[config.mk]
export PLATFORM = sky130hd
export DESIGN_NAME = stack_calculator_alu_core
export DESIGN_NICKNAME = d
export VERILOG_FILES = /design/src/rtl/sca_pkg.sv /design/src/rtl/sca_ram.sv /design/src/rtl/sca_iter.sv /design/src/rtl/stack_calculator_alu_core.sv
export SDC_FILE = /design/constraint.sdc
export NUM_CORES = 2
export LEC_CHECK = 0
export BUFFER_PORTS_ARGS = -buffer_cell sky130_fd_sc_hd__buf_2
export CAP_MARGIN = 30
export CORE_MARGIN = 10
export CORE_UTILIZATION = 45
export DETAILED_ROUTE_END_ITERATION = 10
export SETUP_SLACK_MARGIN = 0.15
export SYNTH_ARGS = -nofsm -noshare
export SYNTH_HDL_FRONTEND = slang
export SYNTH_SLANG_ARGS = --single-unit
[constraint.sdc]
create_clock -name clk -period 6.7 [get_ports clk]
set_input_delay 0.67 -clock clk [delete_from_list [all_inputs] [get_ports clk]]
set_output_delay 0.67 -clock clk [all_outputs]
set_load 0.005 [all_outputs]
[src/rtl/sca_pkg.sv]
// sca_pkg: shared types, codes and sizes for the stack calculator
// no dependencies
package sca_pkg;

  localparam int unsigned DefStackDepth = 64;
  localparam int unsigned DataW = 32;
  localparam int unsigned DepthW = 7;

  typedef enum logic [2:0] {
    CMD_PUSH = 3'd0,
    CMD_ADD  = 3'd1,
    CMD_SUB  = 3'd2,
    CMD_MUL  = 3'd3,
    CMD_DIV  = 3'd4,
    CMD_SQRT = 3'd5,
    CMD_OUT  = 3'd6,
    CMD_NOP  = 3'd7
  } cmd_t;

  typedef enum logic [2:0] {
    ST_OK      = 3'd0,
    ST_UNDER   = 3'd1,
    ST_OVER    = 3'd2,
    ST_DIVZERO = 3'd3,
    ST_NEGROOT = 3'd4
  } status_t;

  typedef struct packed {
    logic [2:0]        command;
    logic signed [31:0] operand_value;
  } in_beat_t;

  typedef struct packed {
    logic signed [31:0] out_value;
    logic               out_valid;
    logic [2:0]         status;
    logic [6:0]         stack_depth;
  } out_beat_t;

  // request to the iterative unit: divide when is_div, else square root
  typedef struct packed {
    logic        start;
    logic        is_div;
    logic [31:0] a;
    logic [31:0] b;
  } iter_req_t;

  typedef struct packed {
    logic        done;
    logic [31:0] result;
  } iter_rsp_t;

endpackage

[src/rtl/sca_ram.sv]
// sca_ram: generic single port write, single port read ram, registered read
// no dependencies
module sca_ram #(
  parameter int unsigned Width = 32,
  parameter int unsigned Depth = 64
) (
  input  logic                     clk,
  input  logic                     we,
  input  logic [$clog2(Depth)-1:0] waddr,
  input  logic [Width-1:0]         wdata,
  input  logic [$clog2(Depth)-1:0] raddr,
  output logic [Width-1:0]         rdata
);

  logic [Width-1:0] mem [Depth];

  // write port and registered read port
  always_ff @(posedge clk) begin
    if (we) begin
      mem[waddr] <= wdata;
    end
    rdata <= mem[raddr];
  end

endmodule

[src/rtl/sca_iter.sv]
// sca_iter: shared one-bit-per-cycle unit for signed division and square root
// depends on sca_pkg
module sca_iter (
  input  logic              clk,
  input  logic              rst,
  input  sca_pkg::iter_req_t req,
  output sca_pkg::iter_rsp_t rsp
);
  import sca_pkg::*;

  logic        busy;
  logic        is_div;
  logic [4:0]  cnt;
  logic        neg_q;
  logic [31:0] quo;      // dividend shifting out, quotient shifting in
  logic [32:0] rem;
  logic [31:0] dvs;
  logic [31:0] rad;      // sqrt radicand, two bits a step
  logic [31:0] root;

  logic [31:0] mag_a, mag_b;
  logic [32:0] rem_sh, rem_sub;
  logic [33:0] srem_sh, strial;
  logic [31:0] q_fix;

  assign mag_a = req.a[31] ? 32'(0 - req.a) : req.a;
  assign mag_b = req.b[31] ? 32'(0 - req.b) : req.b;

  // restoring divide step
  assign rem_sh  = {rem[31:0], quo[31]};
  assign rem_sub = rem_sh - {1'b0, dvs};

  // restoring square root step
  assign srem_sh = {rem[31:0], rad[31:30]};
  assign strial  = srem_sh - {root, 2'b01};

  assign q_fix = neg_q ? 32'(0 - {quo[30:0], ~rem_sub[32]})
                       : {quo[30:0], ~rem_sub[32]};

  // iteration control
  always_ff @(posedge clk) begin
    if (rst) begin
      busy     <= 1'b0;
      rsp.done <= 1'b0;
    end else begin
      rsp.done <= 1'b0;
      if (req.start) begin
        busy   <= 1'b1;
        is_div <= req.is_div;
        cnt    <= req.is_div ? 5'd31 : 5'd15;
        neg_q  <= req.a[31] ^ req.b[31];
        quo    <= mag_a;
        dvs    <= mag_b;
        rad    <= req.a;
        rem    <= '0;
        root   <= '0;
      end else if (busy) begin
        if (is_div) begin
          quo <= {quo[30:0], ~rem_sub[32]};
          rem <= rem_sub[32] ? rem_sh : rem_sub;
          if (cnt == 5'd0) begin
            busy       <= 1'b0;
            rsp.done   <= 1'b1;
            rsp.result <= q_fix;
          end
        end else begin
          rad  <= {rad[29:0], 2'b00};
          rem  <= strial[33] ? srem_sh[32:0] : strial[32:0];
          root <= {root[30:0], ~strial[33]};
          if (cnt == 5'd0) begin
            busy       <= 1'b0;
            rsp.done   <= 1'b1;
            rsp.result <= {root[30:0], ~strial[33]};
          end
        end
        cnt <= cnt - 5'd1;
      end
    end
  end

endmodule

[src/rtl/stack_calculator_alu_core.sv]
// stack_calculator_alu_core: rpn stack calculator, stack held in one ram
// depends on sca_pkg, sca_ram, sca_iter
//
//  channel | signals                        | width | direction
//  in      | in_valid, in_ready, in_data    | 35    | to core
//  out     | out_valid, out_ready, out_data | 43    | from core
//
// push and underflow pass accept, decide and result; add, sub, mul, out, divide
// by zero and negative root pass top read, next read, execute and result.
// div and sqrt also pass start, 32 or 16 steps of the shared bit-serial unit,
// then done. one item at a time; a new beat is taken only once the result
// register is free. reset empties the stack at once (no clearing pass); out
// stalls hold the result register and block further input.
module stack_calculator_alu_core #(
  parameter int unsigned StackDepth = sca_pkg::DefStackDepth
) (
  input  logic               clk,
  input  logic               rst,
  input  logic               in_valid,
  output logic               in_ready,
  input  sca_pkg::in_beat_t  in_data,
  output logic               out_valid,
  input  logic               out_ready,
  output sca_pkg::out_beat_t out_data
);
  import sca_pkg::*;

  localparam int unsigned AddrW = $clog2(StackDepth);
  localparam int unsigned SpW   = $clog2(StackDepth + 1);

  typedef enum logic [2:0] {
    S_IDLE, S_RDA, S_RDB, S_EXEC, S_WAIT, S_RESP
  } state_t;

  state_t        state;
  logic [SpW-1:0] sp;
  cmd_t          cmd;
  logic [31:0]   opnd;
  logic [31:0]   a_val;
  logic          we;
  logic [AddrW-1:0] waddr, raddr;
  logic [31:0]   wdata, rdata;
  iter_req_t     ireq;
  iter_rsp_t     irsp;
  logic [31:0]   prod;

  sca_ram #(.Width(32), .Depth(StackDepth)) u_ram (
    .clk(clk), .we(we), .waddr(waddr), .wdata(wdata),
    .raddr(raddr), .rdata(rdata)
  );

  sca_iter u_iter (.clk(clk), .rst(rst), .req(ireq), .rsp(irsp));

  assign in_ready = (state == S_IDLE);
  assign prod     = 32'(a_val * rdata);

  // read address follows the state
  always_comb begin
    raddr = AddrW'(sp - SpW'(1));
    if (state == S_RDB && cmd != CMD_SQRT && cmd != CMD_OUT) begin
      raddr = AddrW'(sp - SpW'(2));
    end
  end

  // sequencer, stack pointer and result register
  always_ff @(posedge clk) begin
    if (rst) begin
      state     <= S_IDLE;
      sp        <= '0;
      out_valid <= 1'b0;
      we        <= 1'b0;
      ireq.start <= 1'b0;
    end else begin
      we         <= 1'b0;
      ireq.start <= 1'b0;
      unique case (state)
        S_IDLE: begin
          if (in_valid) begin
            cmd  <= cmd_t'(in_data.command);
            opnd <= in_data.operand_value;
            out_data <= '0;
            state <= S_RDA;
          end
        end
        S_RDA: begin
          // decide errors; top read issued this cycle
          state <= S_RESP;
          out_valid <= 1'b1;
          out_data.stack_depth <= 7'(sp);
          unique case (cmd)
            CMD_PUSH: begin
              if (sp == SpW'(StackDepth)) begin
                out_data.status <= ST_OVER;
              end else begin
                we    <= 1'b1;
                waddr <= AddrW'(sp);
                wdata <= opnd;
                sp    <= sp + SpW'(1);
                out_data.stack_depth <= 7'(sp + SpW'(1));
              end
            end
            CMD_ADD, CMD_SUB, CMD_MUL, CMD_DIV: begin
              if (sp < SpW'(2)) begin
                out_data.status <= ST_UNDER;
              end else begin
                state     <= S_RDB;
                out_valid <= 1'b0;
              end
            end
            CMD_SQRT, CMD_OUT: begin
              if (sp == '0) begin
                out_data.status <= ST_UNDER;
              end else begin
                state     <= S_RDB;
                out_valid <= 1'b0;
              end
            end
            default: ;
          endcase
        end
        S_RDB: begin
          // top arrives; for two-operand commands the next read (b) is in flight
          a_val <= rdata;
          state <= S_EXEC;
        end
        S_EXEC: begin
          state     <= S_RESP;
          out_valid <= 1'b1;
          unique case (cmd)
            CMD_OUT: begin
              sp <= sp - SpW'(1);
              out_data.stack_depth <= 7'(sp - SpW'(1));
              out_data.out_value   <= a_val;
              out_data.out_valid   <= 1'b1;
            end
            CMD_SQRT: begin
              if (a_val[31]) begin
                out_data.status <= ST_NEGROOT;
              end else begin
                ireq.start  <= 1'b1;
                ireq.is_div <= 1'b0;
                ireq.a      <= a_val;
                ireq.b      <= '0;
                state       <= S_WAIT;
                out_valid   <= 1'b0;
              end
            end
            CMD_DIV: begin
              if (rdata == '0) begin
                out_data.status <= ST_DIVZERO;
              end else begin
                ireq.start  <= 1'b1;
                ireq.is_div <= 1'b1;
                ireq.a      <= a_val;
                ireq.b      <= rdata;
                state       <= S_WAIT;
                out_valid   <= 1'b0;
              end
            end
            default: begin
              we    <= 1'b1;
              waddr <= AddrW'(sp - SpW'(2));
              wdata <= (cmd == CMD_ADD) ? a_val + rdata :
                       (cmd == CMD_SUB) ? a_val - rdata : prod;
              sp    <= sp - SpW'(1);
              out_data.stack_depth <= 7'(sp - SpW'(1));
            end
          endcase
        end
        S_WAIT: begin
          if (irsp.done) begin
            we        <= 1'b1;
            wdata     <= irsp.result;
            state     <= S_RESP;
            out_valid <= 1'b1;
            if (cmd == CMD_DIV) begin
              waddr <= AddrW'(sp - SpW'(2));
              sp    <= sp - SpW'(1);
              out_data.stack_depth <= 7'(sp - SpW'(1));
            end else begin
              waddr <= AddrW'(sp - SpW'(1));
            end
          end
        end
        S_RESP: begin
          if (out_ready) begin
            out_valid <= 1'b0;
            state     <= S_IDLE;
          end
        end
        default: state <= S_IDLE;
      endcase
    end
  end

endmodule

After elaboration in Yosys (flattened, before gate mapping). Memories as Yosys holds them, arrays and structs flattened. A register that Yosys moved wholly into a read port is not among the register bits. Index checks and enable logic that the tools add are counted.

Register bits after elaboration: 427. Latch bits: 0. Memory bits (writable): 2048. Memory bits (read-only): 0. Bits of input ports: 39. Output and inout port bits: 45. Logic and storage cells: 204. Memories: 1.

$add $sub $neg: 11. Multipliers: 1. Div/mod/pow operators: 0. $lt $le $gt $ge: 1. Equal/unequal tests: 33. Shifts and indexed selects: 0. Multiplexer cells: 85. Bitwise operators: 7. Reductions and logical operators: 36.

Memory list: u_ram.mem (words 64, width 32, rd ports 1, clocked after memory_dff 1, wr ports 1, RTL line sca_ram.sv:15) `logic [Width-1:0] mem [Depth];`.

Operators with widths (number): two-way mux 32 bit (20); two-way mux 33 bit (4); two-way mux 66 bit (2); case mux 66 bit (2 select lines) (1); case mux 32 bit (3 select lines) (1); subtractor 1 x 32 -> 32 bit (first input constant) (3); case mux 33 bit (2 select lines) (1); two-way mux 43 bit (1); two-way mux 6 bit (6); two-way mux 7 bit (5); subtractor 34 bit (1); subtractor 33 x 32 -> 33 bit (1); adder 32 bit (1); logical NOT 32 bit (1); multiplier 32 x 32 -> 32 bit (1); subtractor 32 bit (1); two-way mux 31 bit (1); two-way mux 3 bit (10); case mux 7 bit (4 select lines) (1); inequality test 3 bit (second input constant) (7); case mux 7 bit (3 select lines) (1); inequality test 2 bit (second input constant) (9); case mux 3 bit (3 select lines) (2); case mux 3 bit (6 select lines) (1); 37 further kinds (92).

Logic depth before layout (Yosys ltp).
Depth after elaboration: 6. Mapped depth: 28. Mapped depth without buffers: 26.

Cells and area by module. Synthesis repeated with hierarchy kept, for this count alone.

Cells, all modules: 7826. Area, all modules: 121142.4 µm².

Modules (own cells, without submodules): sca_ram (times used 1, cells each 3511, area each 79039.6 µm², sequential area each 62139.6 µm²); stack_calculator_alu_core (times used 1, cells each 2933, area each 28347.2 µm², sequential area each 6656.4 µm²); sca_iter (times used 1, cells each 1382, area each 13755.7 µm², sequential area each 6015.8 µm²).

Least setup slack after synthesis. Ideal clock, no wire load.

Path type: register -> register. Start: register u_ram.rdata[5], read port of u_ram.mem. End: register wdata[30], data pin. Library setup time: 169 ps. Arrival: 7077 ps. Required time: 6531 ps. Setup slack: -546 ps. Stages on the path, launching flop included: 26. Path buffers: 2. Period minus slack after synthesis: 7246 ps. Cells stage by stage: dfxtp_1 clkbuf_1 clkbuf_1 and2_1 fa_1 fa_1 fa_1 inv_1 fa_1 inv_1 fa_1 inv_1 fa_1 inv_1 fa_1 fa_1 ha_1 a21o_1 a21o_1 a221o_1 a21o_1 a31o_2 a31oi_1 o21bai_1 a41o_1 o31ai_1.

Word-level cells in the longest chain between the ends: 5. Elaborated cells between the ends (all ways): 7. Those cells by class: add/sub (2); mul (1); mux (4).

Ends and longest elaborated chain: from (decl) (RTL line sca_ram.sv:12) `output logic [Width-1:0] rdata`; multiplier 32 x 32 -> 32 bit or subtractor 32 bit (tied branches) (RTL line stack_calculator_alu_core.sv:55, stack_calculator_alu_core.sv:164); two-way mux 32 bit (RTL line stack_calculator_alu_core.sv:164) `(cmd == CMD_SUB) ? a_val - rdata : prod;`; two-way mux 32 bit (*) (RTL line stack_calculator_alu_core.sv:163) `wdata <= (cmd == CMD_ADD) ? a_val + rdata :`; two-way mux 32 bit (*) (RTL line stack_calculator_alu_core.sv:129) `unique case (cmd)`; case mux 32 bit (3 select lines) (*) (RTL line stack_calculator_alu_core.sv:76) `unique case (state)`; to (signal assigned) (RTL line stack_calculator_alu_core.sv:97) `wdata <= opnd;`; to (signal assigned) (RTL line stack_calculator_alu_core.sv:163); to (signal assigned) (RTL line stack_calculator_alu_core.sv:173) `wdata <= irsp.result;`; to (decl) (RTL line stack_calculator_alu_core.sv:42) `logic [31:0] wdata, rdata;`.

Mark *: on every way between the ends. The rest lies on a longest branch, timed or not. The select of a mux whose other input is x is not followed. A chain may end at the register's enable or synchronous reset.

Worst setup path in the final report.
Start: register a_val[14]. End: register wdata[30], data pin.

Word-level cells in the longest chain between the ends: 5. Elaborated cells between the ends (all ways): 7. Those cells by class: add/sub (2); mul (1); mux (4).

Ends and longest elaborated chain: from (decl) (RTL line stack_calculator_alu_core.sv:39) `logic [31:0] a_val;`; from (signal assigned) (RTL line stack_calculator_alu_core.sv:123) `a_val <= rdata;`; multiplier 32 x 32 -> 32 bit or subtractor 32 bit (tied branches) (RTL line stack_calculator_alu_core.sv:55, stack_calculator_alu_core.sv:164); two-way mux 32 bit (RTL line stack_calculator_alu_core.sv:164); two-way mux 32 bit (*) (RTL line stack_calculator_alu_core.sv:163); two-way mux 32 bit (*) (RTL line stack_calculator_alu_core.sv:129); case mux 32 bit (3 select lines) (*) (RTL line stack_calculator_alu_core.sv:76).

Marked as above.

==> Implementation_results.wiki <==
{| class="wikitable"
! Metric !! Value
|-
| Boundary pin count || 84
|-
| Capture point of the worst path || wdata[30]$_DFFE_PP_
|-
| Upper clock frequency limit || 0.138 GHz
|-
| Violations in the final reports || antenna violations, negative setup slack
|-
| Iter 0 DRT Violations || 7717
|-
| Maximum number of buffers from clock root to sink || 4
|-
| Half-perimeter wire length after placement || 236000 um
|-
| Average detailed-routed wire length per instance || 30.3 um
|-
| Critical path data arrival time || 7830 ps
|-
| Clock transition at the register clock pins on the worst setup and hold paths after CTS || 70 ps
|-
| Most common cell in the synthesized netlist || sky130_fd_sc_hd__edfxtp_1
|-
| Hold Fails Final Rpt || 0
|-
| Critical path data required time || 7280 ps
|-
| Number of antenna violations at the first check in global routing || 23
|-
| Unique cell type count in the Yosys netlist || 86
|-
| Cell Rows || 190
|-
| Area share of the largest cell type after synthesis || 61.0%
|-
| Number of CTS-inserted buffers || 272
|-
| Max-cap violations || 0
|-
| Number of levels the H-tree was split into || 5
|-
| Crit end category || flip-flop
|-
| Count of non-filler cells in the finished layout || 12.0k
|-
| Sinks on Clock Net || 2507
|-
| Tightest Hold Check Type || primary input to flip-flop
|-
| Final weighted congestion in routability-driven placement || 0.929
|-
| Area Growth Syn to Fin || 14.8%
|-
| Total Die Area || 290000 um^2
|-
| CTS tree || yes
|-
| Least-Margin Pin Slew || 1130 ps
|-
| Detail-routed via count per cell || 5.94
|-
| Critical path depth || 23
|-
| Maximum clock skew at final layout || 74.5 ps
|-
| Crit-path cells || buf_8 > and2_1 > fa_1 > fa_1 > fa_1 > inv_1 > fa_1 > inv_1 > fa_1 > fa_1 > fa_2 > fa_1 > ha_1 > nand4_1 > inv_1 > a221o_1 > a21o_1 > a31o_4 > a31oi_4 > o21bai_1 > nor4_1 > a41o_1 > o31ai_1
|-
| Cell at the slowest stage of the critical path || sky130_fd_sc_hd__fa_2
|-
| Result of the run || complete, but fails checks
|-
| Die width || 539 um
|-
| Startpoint class of the critical path || flip-flop
|-
| Cell count after synthesis || 7763
|-
| Total iterations of the first detailed-routing run || 8
|-
| Final-layout worst hold slack || 217 ps
|-
| First-pass GRT wire length || 521000 um
|-
| Predominant post-synthesis flop cell || sky130_fd_sc_hd__edfxtp_1
|-
| DRT met1 WL || 148000 um
|-
| Clock latency at the later pin of the worst-skew pair || 920 ps
|-
| Vias in the first global route || 71.8k
|-
| Routed wire length || 364000 um
|-
| Initial core utilization || 45.2%
|-
| Sequential area share after synthesis || 61.8%
|-
| CP delay by family, top || adder cells
|-
| Final Worst Setup Slack || -542 ps
|-
| Slew Limit Fails || 0
|-
| Total length of routed met3 wires || 26700 um
|-
| Nets in the synthesized netlist || 8473
|-
| Most frequent cells after synthesis || sky130_fd_sc_hd__edfxtp_1 (2460), sky130_fd_sc_hd__inv_1 (539), sky130_fd_sc_hd__mux4_2 (512), sky130_fd_sc_hd__fa_1 (411), sky130_fd_sc_hd__nor2_1 (387)
|-
| Final worst-path cycle share || 108%
|-
| Cell count after placement || 11.5k
|-
| Critical Path Most Common Cell || sky130_fd_sc_hd__fa_1
|-
| Summed instance area of the synthesized netlist || 121000 um^2
|-
| Highest cell delay on the worst timing path || 590 ps
|-
| Net total in the final layout || 8961
|-
| Critical register-to-register path endpoint || wdata[30]$_DFFE_PP_
|-
| Top Layer Used || met5
|-
| Pin count of the biggest net entering global routing || 122
|-
| Floorplan die height || 539 um
|-
| Main area contributors after synthesis || sky130_fd_sc_hd__edfxtp_1 (61%), sky130_fd_sc_hd__mux4_2 (9.5%), sky130_fd_sc_hd__fa_1 (6.8%)
|-
| Largest area contributor in the synthesized netlist || sky130_fd_sc_hd__edfxtp_1
|-
| WL met2 || 171000 um
|-
| Final setup violation count || 16
|-
| Core ar. || 268000 um^2
|-
| Via count || 71.5k
|-
| Period minus WS final || 7240 ps
|-
| Worst Reg-to-Reg Cells || 23
|-
| CTS root buf || sky130_fd_sc_hd__clkbuf_16
|-
| Reg2reg start || a_val[14]$_DFFE_PP_
|-
| Worst setup path category || flip-flop to flip-flop
|-
| Setup crit start || a_val[14]$_DFFE_PP_
|-
| Number of enable-type register cells in the synthesized netlist || 2460
|-
| Internal reg-to-reg setup slack || -540 ps
|-
| Port Buffers || 83
|-
| Max Fanout on Critical Path || 15
|-
| Mean instance size in the synthesized netlist || 15.6 um^2
|-
| Antenna viol nets, final || 1
|-
| Drt drc || 0
|-
| Number of warning messages in the yosys log || 0
|-
| Ys async rst share || 0%
|-
| GRT Residual Overflow || 0
|-
| Total routing usage reported by global routing || 24.5%
|-
| Hold_sp || out_ready
|-
| Fraction of final layout cells with drive strength greater than 1 || 21.3%
|-
| RSZ-0062 raised after global routing || yes
|-
| Slew HR || 23.7%
|-
| Flop and latch count out of synthesis || 2507
|-
| Number of buffers and inverters on the critical path || 4
|}
timing repair:
| item | 4_1_cts | 5_1_grt |
|---|---|---|
| setup buffers | 16 | 16 |
| pin swaps | 42 | 82 |
| hold endpoints to repair | 32 | 0 |
| hold buffers | 32 | 0 |
| setup endpoints to repair | 22 | 22 |
| cloned | 1 | 2 |
| resized for setup | 90 | 74 |
layout make-up:
cell class | instances | area, um^2
Antenna cell | 28 | 70.1
Clock buffer | 342 | 7220
Clock inverter | 135 | 1220
Sequential cell | 2507 | 74800
Inverter | 541 | 2030
Fill cell | 21800 | 129000
Timing Repair Buffer | 638 | 5340
Multi-Input combinational cell | 4291 | 43800
Tap cell | 3552 | 4440
how the worst min path moves through the flow:
stage                               to  slack, ps  depth (start not counted)
3_3_place_gp   u_iter.dvs[0]$_DFFE_PP_        510                          0
5_1_grt               cmd[1]$_DFFE_PP_        170                          1
3_5_place_dp   u_iter.dvs[0]$_DFFE_PP_        500                          0
4_1_cts          state[0]$_SDFFE_PP0P_        140                          4
2_1_floorplan  u_iter.is_div$_DFFE_PP_        430                          0
6_report         state[0]$_SDFFE_PP0P_        220                          4
metal layers:
| layer | up-vias | track usage, % |
|---|---|---|
| met2 | 3038 | 39.0 |
| met5 | - | 0 |
| met4 | 12 | 10.6 |
| li1 | 30300 | - |
| met3 | 661 | 3.96 |
| met1 | 37400 | 33.5 |
logic make-up (layout without fill, tap and decap cells):
family	after synthesis	after routing	synth area share [%]
muxes	763	763	11.7
and+or+nand+nor	1537	1537	6.35
xor gates and xnor gates	256	256	1.85
DFF	2507	2507	61.8
AOI/OAI and AO/OA	1064	1064	5.75
buffers and inverters	965	1656	3.07
other	0	28	0
adders and majority gates	671	671	9.49
cell usage in the layout, fill, tap and decap left out, types with 39 or more instances in the layout:
cell type / n
sky130_fd_sc_hd__nor3_1: 45
sky130_fd_sc_hd__dfxtp_1: 40
sky130_fd_sc_hd__mux4_2: 512
sky130_fd_sc_hd__nor2_4: 64
sky130_fd_sc_hd__clkinv_1: 47
sky130_fd_sc_hd__xnor2_1: 140
sky130_fd_sc_hd__nand2_1: 383
sky130_fd_sc_hd__xor2_1: 100
sky130_fd_sc_hd__o22ai_1: 41
sky130_fd_sc_hd__nand3_1: 53
sky130_fd_sc_hd__o221ai_1: 40
sky130_fd_sc_hd__buf_12: 40
sky130_fd_sc_hd__and3_1: 45
sky130_fd_sc_hd__a22oi_1: 56
sky130_fd_sc_hd__buf_2: 85
sky130_fd_sc_hd__inv_1: 533
sky130_fd_sc_hd__mux2_2: 89
sky130_fd_sc_hd__buf_4: 451
sky130_fd_sc_hd__edfxtp_1: 2460
sky130_fd_sc_hd__mux2i_1: 160
sky130_fd_sc_hd__ha_1: 246
sky130_fd_sc_hd__a21oi_1: 326
sky130_fd_sc_hd__clkbuf_16: 280
sky130_fd_sc_hd__nor2b_1: 127
sky130_fd_sc_hd__clkbuf_1: 62
sky130_fd_sc_hd__and2_1: 305
sky130_fd_sc_hd__fa_1: 399
sky130_fd_sc_hd__a211oi_1: 126
sky130_fd_sc_hd__nor2_1: 321
sky130_fd_sc_hd__o21ai_0: 136
sky130_fd_sc_hd__clkinv_2: 39
sky130_fd_sc_hd__a21o_1: 41
stage by stage:
step	setup WS [ps]	TNS, ps	util (%)	area (um^2)
finish	-542	-5970	51.9	139000
global route	-748	-9050	51.9	139000
CTS	-535	-5920	51.7	138000
detailed placement	-649	-8200	48.2	129000
global placement	-580	-7580	48.1	129000
floorplan	-337	-1930	-	121000
sequential cells by signal, summed over array words and instances (netlist names), 33 cells and up:
name and count:
out_data 43, u_iter.rsp 33, u_ram.mem 2048, ireq 66
worst reg2reg max path: stages, from the launching register on:
cell and delay (ps):
sky130_fd_sc_hd__edfxtp_1 450, sky130_fd_sc_hd__buf_8 200, sky130_fd_sc_hd__and2_1 200, sky130_fd_sc_hd__fa_1 540, sky130_fd_sc_hd__fa_1 450, sky130_fd_sc_hd__fa_1 530, sky130_fd_sc_hd__inv_1 50, sky130_fd_sc_hd__fa_1 470
sky130_fd_sc_hd__inv_1 50, sky130_fd_sc_hd__fa_1 480, sky130_fd_sc_hd__fa_1 520, sky130_fd_sc_hd__fa_2 600, sky130_fd_sc_hd__fa_1 460, sky130_fd_sc_hd__ha_1 320, sky130_fd_sc_hd__nand4_1 120, sky130_fd_sc_hd__inv_1 50
sky130_fd_sc_hd__a221o_1 330, sky130_fd_sc_hd__a21o_1 200, sky130_fd_sc_hd__a31o_4 230, sky130_fd_sc_hd__a31oi_4 170, sky130_fd_sc_hd__o21bai_1 130, sky130_fd_sc_hd__nor4_1 190, sky130_fd_sc_hd__a41o_1 130, sky130_fd_sc_hd__o31ai_1 70
Power is left out: the tool's default activity adds up to more than one toggle a clock period on the data nets, which glitch-free logic cannot reach.
